===== src/design/hsv_to_rgb444_converter_core_macros.svh =====
// ---------------------------------------------------------------------------
// hsv to rgb444 converter assertion macros
// shared concurrent assertion forms, clocked on clk and disabled in reset
// ---------------------------------------------------------------------------
`ifndef HSV_TO_RGB444_CONVERTER_CORE_MACROS_SVH
`define HSV_TO_RGB444_CONVERTER_CORE_MACROS_SVH

// same-cycle implication
`define HSV2RGB_ASSERT_NOW(label, ante, cons) \
    label: assert property (@(posedge clk) disable iff (!rst_n) (ante) |-> (cons)) \
        else $error("hsv2rgb assertion failed");

// next-cycle implication
`define HSV2RGB_ASSERT_NEXT(label, ante, cons) \
    label: assert property (@(posedge clk) disable iff (!rst_n) (ante) |=> (cons)) \
        else $error("hsv2rgb assertion failed");

`endif


===== src/design/hsv2rgb_pkg.sv =====
// ---------------------------------------------------------------------------
// hsv2rgb_pkg
// types, constants and helper functions of the hsv to rgb444 converter
// ---------------------------------------------------------------------------
package hsv2rgb_pkg;

    localparam int unsigned REGION_SIZE = 43;
    localparam int unsigned REM_SCALE   = 6;

    typedef logic [7:0]  hue_t;
    typedef logic [7:0]  chan_t;
    typedef logic [3:0]  nib_t;
    typedef logic [11:0] rgb_t;
    typedef logic [1:0]  cfg_index_t;
    typedef logic [7:0]  cfg_data_t;

    localparam chan_t FULL8 = 8'hFF;

    localparam cfg_index_t CFG_SATURATION = 2'd0;
    localparam cfg_index_t CFG_BRIGHTNESS = 2'd1;

    typedef enum logic [2:0] {
        SECT_RED_YEL,
        SECT_YEL_GRN,
        SECT_GRN_CYN,
        SECT_CYN_BLU,
        SECT_BLU_MAG,
        SECT_MAG_RED
    } sect_t;

    typedef struct packed {
        sect_t sect;
        chan_t rem;
    } split_t;

    // region of the hue circle and remainder scaled by six
    function automatic split_t hue_split(hue_t h);
        split_t res;
        hue_t   base;
        logic [5:0] diff;
        if (h >= 8'(5 * REGION_SIZE)) begin
            res.sect = SECT_MAG_RED;
            base     = 8'(5 * REGION_SIZE);
        end else if (h >= 8'(4 * REGION_SIZE)) begin
            res.sect = SECT_BLU_MAG;
            base     = 8'(4 * REGION_SIZE);
        end else if (h >= 8'(3 * REGION_SIZE)) begin
            res.sect = SECT_CYN_BLU;
            base     = 8'(3 * REGION_SIZE);
        end else if (h >= 8'(2 * REGION_SIZE)) begin
            res.sect = SECT_GRN_CYN;
            base     = 8'(2 * REGION_SIZE);
        end else if (h >= 8'(REGION_SIZE)) begin
            res.sect = SECT_YEL_GRN;
            base     = 8'(REGION_SIZE);
        end else begin
            res.sect = SECT_RED_YEL;
            base     = 8'd0;
        end
        diff    = 6'(h - base);
        res.rem = 8'({2'b00, diff} * 8'(REM_SCALE));
        return res;
    endfunction

    // upper byte of an 8x8 product
    function automatic chan_t mul_hi(chan_t a, chan_t b);
        logic [15:0] prod;
        prod = {8'h00, a} * {8'h00, b};
        return prod[15:8];
    endfunction

    function automatic nib_t nib(chan_t v);
        return v[7:4];
    endfunction

endpackage


===== src/design/hsv2rgb_hue_if.sv =====
// ---------------------------------------------------------------------------
// hsv2rgb_hue_if
// valid/ready channel carrying one hue word
// ---------------------------------------------------------------------------
interface hsv2rgb_hue_if;
    logic              valid;
    logic              ready;
    hsv2rgb_pkg::hue_t hue;

    modport source (output valid, output hue, input ready);
    modport sink   (input valid, input hue, output ready);
endinterface


===== src/design/hsv2rgb_rgb_if.sv =====
// ---------------------------------------------------------------------------
// hsv2rgb_rgb_if
// valid/ready channel carrying one packed rgb444 word
// ---------------------------------------------------------------------------
interface hsv2rgb_rgb_if;
    logic              valid;
    logic              ready;
    hsv2rgb_pkg::rgb_t rgb_color;

    modport source (output valid, output rgb_color, input ready);
    modport sink   (input valid, input rgb_color, output ready);
endinterface


===== src/design/hsv2rgb_cfg_if.sv =====
// ---------------------------------------------------------------------------
// hsv2rgb_cfg_if
// register write channel: index and data word
// ---------------------------------------------------------------------------
interface hsv2rgb_cfg_if;
    logic                    valid;
    logic                    ready;
    hsv2rgb_pkg::cfg_index_t index;
    hsv2rgb_pkg::cfg_data_t  data;

    modport source (output valid, output index, output data, input ready);
    modport sink   (input valid, input index, input data, output ready);
endinterface


===== src/design/hsv_to_rgb444_converter_core.sv =====
// ---------------------------------------------------------------------------
// hsv_to_rgb444_converter_core
// converts a stream of 8-bit hues into packed 12-bit rgb444 colors
// ---------------------------------------------------------------------------
// Takes one hue word per clock while the output is not stalled and returns
// one rgb444 word per hue, in order, after the register stages. Saturation
// (register 0) and brightness (register 1) both reset to 255 and apply to
// every conversion; write them only while no word is in flight. The four
// register stages are hue split, the three first 8x8 multiplies, the second
// pair of multiplies, and channel select into the output register; each
// stage has its own valid bit and moves on when the one after it is free, so
// a stall at the output backs up one stage at a time and bubbles are squeezed
// out. Saturation zero gives a grey built from the brightness top nibble.
// Register indexes other than 0 and 1 are ignored.
module hsv_to_rgb444_converter_core (
    input  logic          clk,
    input  logic          rst_n,
    hsv2rgb_hue_if.sink   hue_stream,
    hsv2rgb_rgb_if.source color_stream,
    hsv2rgb_cfg_if.sink   cfg
);
    import hsv2rgb_pkg::*;

    `include "hsv_to_rgb444_converter_core_macros.svh"

    chan_t sat_reg, sat_next;
    chan_t bri_reg, bri_next;

    logic en1, en2, en3, en4;

    logic s1_valid_reg, s1_valid_next;
    logic s2_valid_reg, s2_valid_next;
    logic s3_valid_reg, s3_valid_next;
    logic rgb_valid_reg, rgb_valid_next;

    split_t s1_split_reg;
    logic   s1_grey_reg;

    sect_t  s2_sect_reg;
    logic   s2_grey_reg;
    chan_t  s2_p_reg, s2_sa_reg, s2_sb_reg;

    sect_t  s3_sect_reg;
    logic   s3_grey_reg;
    chan_t  s3_p_reg, s3_q_reg, s3_t_reg;

    rgb_t   rgb_reg, rgb_next;
    nib_t   vn, pn, qn, tn;

    // configuration
    assign cfg.ready = 1'b1;

    always_comb
    begin
        sat_next = sat_reg;
        bri_next = bri_reg;
        if (cfg.valid)
        begin
            unique case (cfg.index)
                CFG_SATURATION: sat_next = cfg.data;
                CFG_BRIGHTNESS: bri_next = cfg.data;
                default:        ;
            endcase
        end
    end

    // stage enables
    assign en4 = !rgb_valid_reg || color_stream.ready;
    assign en3 = !s3_valid_reg || en4;
    assign en2 = !s2_valid_reg || en3;
    assign en1 = !s1_valid_reg || en2;

    assign hue_stream.ready = en1;

    assign s1_valid_next  = en1 ? hue_stream.valid : s1_valid_reg;
    assign s2_valid_next  = en2 ? s1_valid_reg     : s2_valid_reg;
    assign s3_valid_next  = en3 ? s2_valid_reg     : s3_valid_reg;
    assign rgb_valid_next = en4 ? s3_valid_reg     : rgb_valid_reg;

    always_ff @(posedge clk or negedge rst_n)
    begin
        if (!rst_n)
        begin
            sat_reg       <= FULL8;
            bri_reg       <= FULL8;
            s1_valid_reg  <= 1'b0;
            s2_valid_reg  <= 1'b0;
            s3_valid_reg  <= 1'b0;
            rgb_valid_reg <= 1'b0;
        end
        else
        begin
            sat_reg       <= sat_next;
            bri_reg       <= bri_next;
            s1_valid_reg  <= s1_valid_next;
            s2_valid_reg  <= s2_valid_next;
            s3_valid_reg  <= s3_valid_next;
            rgb_valid_reg <= rgb_valid_next;
        end
    end

    // channel select
    assign vn = nib(bri_reg);
    assign pn = nib(s3_p_reg);
    assign qn = nib(s3_q_reg);
    assign tn = nib(s3_t_reg);

    always_comb
    begin
        if (s3_grey_reg)
        begin
            rgb_next = {vn, vn, vn};
        end
        else
        begin
            unique case (s3_sect_reg)
                SECT_RED_YEL: rgb_next = {vn, tn, pn};
                SECT_YEL_GRN: rgb_next = {qn, vn, pn};
                SECT_GRN_CYN: rgb_next = {pn, vn, tn};
                SECT_CYN_BLU: rgb_next = {pn, qn, vn};
                SECT_BLU_MAG: rgb_next = {tn, pn, vn};
                default:      rgb_next = {vn, pn, qn};
            endcase
        end
    end

    // datapath
    always_ff @(posedge clk)
    begin
        if (en1 && hue_stream.valid)
        begin
            s1_split_reg <= hue_split(hue_stream.hue);
            s1_grey_reg  <= (sat_reg == 8'd0);
        end
        if (en2 && s1_valid_reg)
        begin
            s2_sect_reg <= s1_split_reg.sect;
            s2_grey_reg <= s1_grey_reg;
            s2_p_reg    <= mul_hi(bri_reg, FULL8 - sat_reg);
            s2_sa_reg   <= mul_hi(sat_reg, s1_split_reg.rem);
            s2_sb_reg   <= mul_hi(sat_reg, FULL8 - s1_split_reg.rem);
        end
        if (en3 && s2_valid_reg)
        begin
            s3_sect_reg <= s2_sect_reg;
            s3_grey_reg <= s2_grey_reg;
            s3_p_reg    <= s2_p_reg;
            s3_q_reg    <= mul_hi(bri_reg, FULL8 - s2_sa_reg);
            s3_t_reg    <= mul_hi(bri_reg, FULL8 - s2_sb_reg);
        end
        if (en4 && s3_valid_reg)
        begin
            rgb_reg <= rgb_next;
        end
    end

    assign color_stream.valid     = rgb_valid_reg;
    assign color_stream.rgb_color = rgb_reg;

    `HSV2RGB_ASSERT_NEXT(a_accept_fills_s1, hue_stream.valid && hue_stream.ready, s1_valid_reg)
    `HSV2RGB_ASSERT_NEXT(a_s3_reaches_out, en4 && s3_valid_reg, rgb_valid_reg)
    `HSV2RGB_ASSERT_NEXT(a_grey_channels, en4 && s3_valid_reg && s3_grey_reg, rgb_reg[11:8] == rgb_reg[7:4] && rgb_reg[7:4] == rgb_reg[3:0])
    `HSV2RGB_ASSERT_NOW(a_rem_range, s1_valid_reg, s1_split_reg.rem <= 8'd252)

endmodule

===== src/flat_wrapper.sv =====
// flat-port wrapper written by rule: the top's interface ports become plain ports
module hsv_to_rgb444_converter_core_flat import hsv2rgb_pkg::*;
  (clk, rst_n, hue_stream_valid, hue_stream_hue, hue_stream_ready, color_stream_valid, color_stream_rgb_color, color_stream_ready, cfg_valid, cfg_index, cfg_data, cfg_ready);
  hsv2rgb_hue_if hue_stream_i ();
  hsv2rgb_rgb_if color_stream_i ();
  hsv2rgb_cfg_if cfg_i ();
  input  logic clk;
  input  logic rst_n;
  input wire logic [$bits(hue_stream_i.valid)-1:0] hue_stream_valid;
  input wire logic [$bits(hue_stream_i.hue)-1:0] hue_stream_hue;
  output wire logic [$bits(hue_stream_i.ready)-1:0] hue_stream_ready;
  output wire logic [$bits(color_stream_i.valid)-1:0] color_stream_valid;
  output wire logic [$bits(color_stream_i.rgb_color)-1:0] color_stream_rgb_color;
  input wire logic [$bits(color_stream_i.ready)-1:0] color_stream_ready;
  input wire logic [$bits(cfg_i.valid)-1:0] cfg_valid;
  input wire logic [$bits(cfg_i.index)-1:0] cfg_index;
  input wire logic [$bits(cfg_i.data)-1:0] cfg_data;
  output wire logic [$bits(cfg_i.ready)-1:0] cfg_ready;
  assign hue_stream_i.valid = hue_stream_valid;
  assign hue_stream_i.hue = hue_stream_hue;
  assign hue_stream_ready = hue_stream_i.ready;
  assign color_stream_valid = color_stream_i.valid;
  assign color_stream_rgb_color = color_stream_i.rgb_color;
  assign color_stream_i.ready = color_stream_ready;
  assign cfg_i.valid = cfg_valid;
  assign cfg_i.index = cfg_index;
  assign cfg_i.data = cfg_data;
  assign cfg_ready = cfg_i.ready;
  hsv_to_rgb444_converter_core u_core (.clk(clk), .rst_n(rst_n), .hue_stream(hue_stream_i), .color_stream(color_stream_i), .cfg(cfg_i));
endmodule

===== config.mk =====
export PLATFORM = sky130hd
export DESIGN_NAME = hsv_to_rgb444_converter_core_flat
export DESIGN_NICKNAME = d
export VERILOG_FILES = /design/src/design/hsv2rgb_pkg.sv /design/src/design/hsv2rgb_hue_if.sv /design/src/design/hsv2rgb_rgb_if.sv /design/src/design/hsv2rgb_cfg_if.sv /design/src/design/hsv_to_rgb444_converter_core.sv /design/src/flat_wrapper.sv
export VERILOG_INCLUDE_DIRS = /design/src /design/src/design
export SDC_FILE = /design/constraint.sdc
export NUM_CORES = 1
export LEC_CHECK = 0
export BUFFER_PORTS_ARGS = -buffer_cell sky130_fd_sc_hd__buf_4
export CAP_MARGIN = 40
export CORE_MARGIN = 1
export CORE_UTILIZATION = 57
export CTS_CLUSTER_DIAMETER = 50
export CTS_CLUSTER_SIZE = 16
export DETAILED_ROUTE_END_ITERATION = 10
export GPL_ROUTABILITY_DRIVEN = 1
export PLACE_DENSITY = 0.82
export SYNTH_ARGS = -nofsm -noshare
export SYNTH_HDL_FRONTEND = slang
export SYNTH_SLANG_ARGS = --single-unit
export TNS_END_PERCENT = 5

===== constraint.sdc =====
create_clock -name clk -period 5.29 [get_ports clk]
set_clock_uncertainty 0.05 [all_clocks]
set_input_delay 0.529 -clock clk [delete_from_list [all_inputs] [get_ports clk]]
set_output_delay 0.529 -clock clk [all_outputs]
set_load 0.01 [all_outputs]

### Yosys cells after proc, flatten, opt, wreduce, memory -nomap -nowiden

Index checks and enable logic that the tools add are counted.

| cells by class | value |
|---|---|
| reduce and logical (&&, ||, !) cells | 18 |
| magnitude comparators | 5 |
| eq/ne operators | 5 |
| add/sub/neg operators | 5 |
| muxes and demuxes | 12 |
| $mul | 6 |

Operator list:

| cell | count |
|---|---|
| multiplier 8 x 8 -> 16 bit | 4 |
| one-hot mux 12 bit (5 select lines) | 1 |
| two-way mux 6 bit | 6 |
| subtractor 8 bit (first input constant) | 4 |
| greater-or-equal comparator 8 bit (second input constant) | 3 |
| multiplier 8 x 7 -> 15 bit | 1 |
| two-way mux 12 bit | 1 |
| greater-or-equal comparator 8 x 6 -> 1 bit (second input constant) | 1 |
| greater-or-equal comparator 8 x 7 -> 1 bit (second input constant) | 1 |
| logical NOT 8 bit | 1 |
| multiplier 6 x 2 -> 7 bit (second input constant) | 1 |
| equality test 3 x 2 -> 1 bit (second input constant) | 2 |
| two-way mux 3 bit | 2 |
| subtractor 6 bit | 1 |
| logical AND 1 bit | 4 |
| logical NOT 1 bit | 4 |
| logical OR 1 bit | 4 |
| AND reduction 2 bit | 2 |
| equality test 3 x 1 -> 1 bit (second input constant) | 1 |
| equality test 3 bit (second input constant) | 1 |
| logical NOT 3 bit | 1 |
| equality test 2 x 1 -> 1 bit (second input constant) | 1 |
| logical NOT 2 bit | 1 |
| two-way mux 1 bit | 2 |
| OR reduction 2 bit | 1 |

| storage, ports and cells | value |
|---|---|
| register bits | 99 |
| word-level logic and storage cells | 72 |
| input bits | 23 |

### Logic depth before layout (Yosys ltp)

Gate-level depths: netlist of the first run.

| depth | value |
|---|---|
| depth after elaboration | 9 |
| gate-level depth with buffers | 18 |
| gate-level depth less buffers | 17 |

### Worst setup path after synthesis of the first run

No wires, ideal clock.

| timing | value |
|---|---|
| path type | reg2reg |
| start point | reg u_core.bri_reg[1] |
| end point | reg u_core.s3_t_reg[7], data pin |
| required time | 4.977 ns |
| library setup time | 0.263 ns |
| clock period less this slack | 4.808 ns |
| stages on the path, launching flop included | 17 |
| setup slack | 0.482 ns |
| data arrival time | 4.496 ns |
| cell sequence | dfstp_2 clkbuf_1 nand2b_1 fa_1 fa_1 inv_1 fa_1 inv_1 fa_1 inv_1 ha_1 a21o_1 a21o_1 a221oi_1 o21ai_1 o41ai_2 xnor2_1 |

| between the ends | value |
|---|---|
| longest elaborated chain between the ends | 1 |

RTL lines:

| item | line | RTL |
|---|---|---|
| from (decl) | hsv_to_rgb444_converter_core.sv:27 | `chan_t bri_reg, bri_next;` |
| from (signal assigned) | hsv_to_rgb444_converter_core.sv:94 | `bri_reg <= bri_next;` |
| multiplier 8 x 8 -> 16 bit | hsv2rgb_pkg.sv:68 | `prod = {8'h00, a} * {8'h00, b};` |
| to (signal assigned) | hsv_to_rgb444_converter_core.sv:149 | `s3_t_reg <= mul_hi(bri_reg, FULL8 - s2_sb_reg);` |
| to (decl) | hsv_to_rgb444_converter_core.sv:45 | `chan_t s3_p_reg, s3_q_reg, s3_t_reg;` |

No other way between the ends.
A chain may end at the register's enable or synchronous reset.

### Worst setup path after layout of the first run

| timing | value |
|---|---|
| start point | reg u_core.bri_reg[3] |
| end point | reg u_core.s3_q_reg[6], data pin |

| between the ends | value |
|---|---|
| longest elaborated chain between the ends | 1 |

RTL lines:

| item | line | RTL |
|---|---|---|
| multiplier 8 x 8 -> 16 bit | hsv2rgb_pkg.sv:68 |  |
| to (signal assigned) | hsv_to_rgb444_converter_core.sv:148 | `s3_q_reg <= mul_hi(bri_reg, FULL8 - s2_sa_reg);` |
| to (decl) | hsv_to_rgb444_converter_core.sv:45 |  |

No other way between the ends.

==> results of run 1 <==
[worst max-delay path: stages, from the launching register on]
cell	delay [ps]
dfstp_2	690
buf_4	250
nor2b_1	190
fa_1	420
inv_1	90
fa_1	420
fa_1	520
fa_1	540
inv_1	40
ha_1	300
a21oi_1	140
o21ai_0	150
a22o_1	230
a311o_1	360
a21oi_1	180
xnor2_1	90
[cell usage in the layout, fill, tap and decap left out, types with 12 or more instances in the layout]
master,count
o21ai_0,12
edfxtp_1,63
fa_1,170
ha_1,173
xnor2_1,24
o22ai_1,13
inv_1,250
buf_4,61
and2_1,30
nand2_1,46
mux2_2,16
nor2b_1,90
a21oi_1,41
nor3_1,14
dfstp_2,16
nor2_1,62
nand2b_1,133
[metrics by stage]
stage	cell area [µm²]	util	instances	setup slack [ps]
2_1_floorplan	12860	-	1326	481.8
3_3_place_gp	13480	0.6139	1618	480.9
3_5_place_dp	13490	0.6142	1619	404.0
4_1_cts	13790	0.6281	1635	371.6
5_1_grt	13790	0.6281	1635	116.1
6_report	13790	0.6281	1635	382.8
[logic make-up (layout without fill, tap and decap cells)]
kind of cell    Yosys count  count (layout)  share of synthesized area
mux                      16              16                    0.01401
fa+ha+maj               343             343                     0.4328
simple gates            410             410                     0.1800
compound gates          138             138                    0.07363
buf+inv                 300             329                    0.08783
other cells               1               1                  0.0002915
flops                    83              83                     0.1875
xor+xnor                 35              35                    0.02383
[final cells by class]
cell class	instances	area [µm²]	share of cell area
timing repair buffer	61	457.9	0.03320
tap	280	350.3	0.02540
inverter	252	945.9	0.06858
clock inverter	5	61.31	0.004445
sequential	83	2412	0.1749
clock buffer	11	242.7	0.01760
multi-input combinational	943	9321	0.6759
[how the worst max path moves through the flow]
stage	from	to	slack [ps]	cells past startpoint
5_1_grt	u_core.bri_reg[3]$_DFFE_PN1P_	u_core.s3_q_reg[6]$_DFFE_PP_	120	15
3_3_place_gp	u_core.s2_sb_reg[7]$_DFFE_PP_	u_core.s3_t_reg[7]$_DFFE_PP_	480	15
4_1_cts	u_core.bri_reg[3]$_DFFE_PN1P_	u_core.s3_t_reg[7]$_DFFE_PP_	370	15
3_5_place_dp	u_core.bri_reg[2]$_DFFE_PN1P_	u_core.s3_t_reg[7]$_DFFE_PP_	400	15
2_1_floorplan	u_core.bri_reg[1]$_DFFE_PN1P_	u_core.s3_t_reg[7]$_DFFE_PP_	480	16
6_report	u_core.bri_reg[3]$_DFFE_PN1P_	u_core.s3_q_reg[6]$_DFFE_PP_	380	15
[layer usage]
layer  global-route usage  share of wire  up-vias
li1                     -              -     4279
met1               0.3390           0.44     4436
met2               0.4347           0.48      239
met3              0.03242          0.054       37
met4              0.09086          0.021        0
met5                    0              0        -
==> reports/metrics.csv, run 1 <==
stage;metric;value;unit
status;status;complete, but fails checks;
status;failing checks;design-rule violations;
synth;Mapped Avg Cell Area;9.701;µm²
clock_tree;clk slew on worst S/H paths;70;ps
worst_setup_path;CP Launch Type;register;
worst_setup_path;Worst R2R End;u_core.s3_q_reg[6]$_DFFE_PP_;
hold_path;min-delay worst type;input port to async pin;
grt;Overflow after GRT;0;
worst_setup_path;critical path class;register to register;
place;Port Buffers;36;
layout;ANT cells;0;
synth;#FFs+latches synth;83;
grt;antenna violations before repair;0;
synth;ys flop type;edfxtp_1;
layout;layout cell share with drive strength beyond 1;0.09004;
timing;sum of negative setup slack;0;ps
worst_setup_path;worst endpoint required time;5350;ps
routing;Antenna Nets Post-Route;0;
timing;Slew Viols, Final;0;
grt;largest net degree at the start of global routing;25;
clock_tree;TritonCTS buffer count;9;
synth;Post-Syn Instances;1326;
routing;initial DRC count;482;
layout;synthesis-to-layout area growth;7.217;%
clock_tree;# hold bufs at CTS;0;
routing;Post-Route WL;27370;µm
floorplan;# IOs;38;
routing;Routed wire per std cell;16.74;µm
routing;detailed-route via count;8991;
worst_setup_path;reg-to-reg slack, setup;380;ps
timing;# setup viols final;0;
worst_setup_path;CP max FO;13;
layout;Nets;1716;
synth;top post-synthesis cells by count;inv_1, ha_1, fa_1;
clock_tree;clock root cell;clkbuf_16;
floorplan;# rows;54;
layout;max FFs per register;12;
floorplan;Core Region;21960;µm²
place;hpwl dp;21730;µm
timing;final period utilization;0.9276;
routing;DRC;1;
job;max-cap violation count;0;
place;GPL Wtd Cong;0.8597;
synth;YS warnings;0;
timing;Slew Limit Headroom;0.5008;
timing;fmax;0.2038;GHz
synth;cell area after synthesis;12860;µm²
clock_tree;post_cts resized;0;
routing;vias per cell;5.499;
layout;Filler cells;1694;
clock_tree;Clock Latency Late Sink;360;ps
clock_tree;# clock sinks;83;
synth;top cell type's share of synthesized area;0.2646;
synth;most frequent cell after synthesis;inv_1;
clock_tree;maximum clock path buffer count;2;
synth;EDFF count, synth;63;
synth;largest area contributor in the netlist;fa_1;
synth;synth unique cells;65;
timing;Final Hold Fails;0;
worst_setup_path;critical path endpoint category;register;
floorplan;initial core utilization;0.5858;
clock_tree;# Post-CTS Setup Buffers;0;
synth;asr flop ratio synth;0.2410;
timing;Slew @ Worst Pin;748.8;ps
synth;synth top area cells;fa_1, ha_1, edfxtp_1;
synth;total nets after synthesis;1692;
floorplan;die extent in x;152.2;µm
synth;sequential share of the synthesized area;0.1875;
timing;fin crit period;4907;ps
timing;RSZ-0062 raised after global routing;false;
grt;vias in the first global route;9784;
floorplan;Die Y;152.2;µm
clock_tree;CTS tree;done;
clock_tree;H-tree depth;3;
routing;1st-pass router iterations;8;
floorplan;Die ar.;23170;µm²
grt;first-pass GRT wire length;47420;µm
grt;Tot GR Track Use;0.2564;
worst_setup_path;Arr. time, crit path;4970;ps
worst_setup_path;FF-to-FF path depth;15;
worst_setup_path;FF-to-FF Start;u_core.bri_reg[3]$_DFFE_PN1P_;
timing;Min Hold Slack;1.194;ps
Power of run 1 is left out: the tool's default activity adds up to more than one toggle a clock period on the data nets, which glitch-free logic cannot reach.
==> run 2, diff against run 1 <==
Settings changed: CORE_UTILIZATION 57 to 50, PLACE_DENSITY 0.82 to 0.74.
==> run 2 against run 1 <==
Compared with the run above: largest cell class unchanged; hold slack gained 20 ps; critical path depth is the same; cell count grew 3.3%; register-to-register slack lost 70 ps; the flow now finishes without violations.
==> reports/metrics.csv, run 2 (same netlist as run 1, synthesis figures left out) <==
stage;metric;value;unit;change
worst_setup_path;CP cell instances;nand2b_1 > fa_1 > fa_1 > inv_1 > fa_1 > inv_1 > fa_1 > inv_1 > ha_1 > a21o_1 > a21o_1 > a221oi_1 > o211ai_1 > a21oi_1 > xnor2_1;;
hold_path;min-delay worst type;input port to async pin;;
routing;DRC;0;;-1
timing;Slew @ Worst Pin;707.4;ps;-41.35 ps
timing;fin worst setup slack;313.5;ps;-69.28 ps
worst_setup_path;critical path class;register to register;;
clock_tree;CTS tree;done;;
worst_setup_path;Critical-path top delay cell;edfxtp_1;;
layout;Post-Layout Cell Count;1689;;+3.3%
layout;most frequent cells in the layout;inv_1, ha_1, fa_1, nand2b_1, nor2b_1;;
worst_setup_path;critical path endpoint category;register;;
place;DP Cell Count;1673;;+3.3%
worst_setup_path;FF-to-FF Start;u_core.s2_sb_reg[7]$_DFFE_PP_;;
clock_tree;TritonCTS buffer count;9;;unchanged
layout;ANT cells;0;;unchanged
clock_tree;Clock Latency Late Sink;350;ps;about the same
timing;# setup viols final;0;;unchanged
worst_setup_path;Max stage delay on crit path;540;ps;-150 ps
layout;layout cell share with drive strength beyond 1;0.09272;;+0.002678
grt;first-pass GRT wire length;46530;µm;-1.9%
worst_setup_path;worst endpoint required time;5330;ps;-20 ps
timing;final period utilization;0.9407;;+0.01310
timing;Slew Viols, Final;0;;unchanged
worst_setup_path;CP Capture Point;u_core.s3_t_reg[6]$_DFFE_PP_;;
routing;vias per cell;5.312;;-3.4%
grt;Tot GR Track Use;0.2254;;-0.03100
worst_setup_path;FF-to-FF path depth;15;;unchanged
place;GPL Wtd Cong;0.8817;;+2.6%
routing;Post-Route WL;27350;µm;about the same
routing;Routed wire per std cell;16.19;µm;-3.3%
clock_tree;# hold bufs at CTS;0;;unchanged
place;hpwl dp;22030;µm;+1.4%
timing;sum of negative setup slack;0;ps;unchanged
layout;Nets;1720;;+0.23%
grt;antenna violations before repair;0;;unchanged
worst_setup_path;Crit path top cell by count;fa_1;;
worst_setup_path;Critical Path Start;u_core.s2_sb_reg[7]$_DFFE_PP_;;
clock_tree;# Post-CTS Setup Buffers;0;;unchanged
clock_tree;clk slew on worst S/H paths;60;ps;about the same
routing;1st-pass router iterations;5;;-3
routing;initial DRC count;496;;+2.9%
floorplan;Core Region;25180;µm²;+15%
routing;detailed-route via count;8972;;-0.21%
floorplan;Die ar.;26370;µm²;+14%
worst_setup_path;Arr. time, crit path;5020;ps;+50 ps
floorplan;initial core utilization;0.5108;;-0.07498
layout;max FFs per register;12;;unchanged
clock_tree;post_cts resized;0;;unchanged
floorplan;# rows;58;;+7.4%
clock_tree;# clock sinks;83;;unchanged
timing;fin crit period;4976;ps;+69.28 ps
layout;synthesis-to-layout area growth;8.121;%;
place;Setup WS pre-CTS;290.0;ps;-114.1 ps
grt;Overflow after GRT;0;;unchanged
worst_setup_path;CP max FO;8;;-5
place;Port Buffers;36;;unchanged
layout;most common cell after layout, fill and taps aside;inv_1;;
routing;Antenna Nets Post-Route;0;;unchanged
job;max-cap violation count;0;;unchanged
worst_setup_path;Worst R2R End;u_core.s3_t_reg[6]$_DFFE_PP_;;
floorplan;Die Y;162.4;µm;+6.7%
floorplan;die extent in x;162.4;µm;+6.7%
floorplan;# IOs;38;;unchanged
clock_tree;H-tree depth;3;;unchanged
timing;RSZ-0062 raised after global routing;false;;
timing;fmax;0.2009;GHz;-1.4%
grt;largest net degree at the start of global routing;25;;unchanged
clock_tree;maximum clock path buffer count;2;;unchanged
worst_setup_path;CP Launch Type;register;;
worst_setup_path;reg-to-reg slack, setup;310;ps;-70 ps
timing;Final Hold Fails;0;;unchanged
clock_tree;clock root cell;clkbuf_16;;
status;status;finished, final reports clean;;
timing;Slew Limit Headroom;0.5284;;+0.02757
grt;vias in the first global route;9598;;-1.9%
-- run 2: cell count changes in the layout (fill, tap and decap cells not counted) --
cell        delta
inv_6          -1
bufinv_16      +1
clkinvlp_4     +1
buf_4          +4
clkinv_2       -1
-- run 2: worst min-delay path by stage --
stage	cells past startpoint	slack, ps	end
final	1	20	u_core.color_stream.valid$_DFFE_PN0P_
after global routing	1	30	u_core.s1_valid_reg$_DFFE_PN0N_
after CTS	1	20	u_core.color_stream.valid$_DFFE_PN0P_
after detailed placement	0	360	u_core.s3_sect_reg[2]$_DFFE_PP_
after global placement	0	350	u_core.s2_sect_reg[0]$_DFFE_PP_
after floorplan	0	180	u_core.color_stream.valid$_DFFE_PN0P_
-- run 2: final cells by class --
| cell class | instances | area [µm²] |
|---|---|---|
| Sequential cell | 83 | 2412 |
| Tap cell | 330 | 412.9 |
| Clock buffer | 11 | 242.7 |
| Clock inverter | 5 | 85.08 |
| Fill cell | 2168 | 11270 |
| Inverter | 252 | 945.9 |
| Multi-Input combinational cell | 943 | 9321 |
| Timing Repair Buffer | 65 | 488.0 |
-- run 2: through the flow --
step / area, µm² / hold slack [ps] / util
3_3_place_gp: 13570 / 351.2 / 0.5390
6_report: 13910 / 21.26 / 0.5523
5_1_grt: 13910 / 34.51 / 0.5523
2_1_floorplan: 12860 / 183.4 / -
4_1_cts: 13910 / 21.10 / 0.5523
3_5_place_dp: 13580 / 355.4 / 0.5393
-- run 2: worst max-delay path: cells and delay by family (launching register included) --
kind | cells | cell delay, ps
flip-flops | 1 | 540
buffers and inverters | 3 | 150
XOR/XNOR | 1 | 120
AO/OA/AOI/OAI | 5 | 1220
adder cells (fa/ha/maj) | 5 | 2410
AND/OR/NAND/NOR | 1 | 240
-- run 2: routing by layer --
metal | vias up | share of wire | global-route usage
met5 | - | 0 | 0
li1 | 4293 | - | -
met2 | 190 | 0.49 | 0.3918
met1 | 4448 | 0.44 | 0.2877
met4 | 0 | 0.022 | 0.07719
met3 | 41 | 0.044 | 0.03030
Power of run 2 is left out for the same reason.
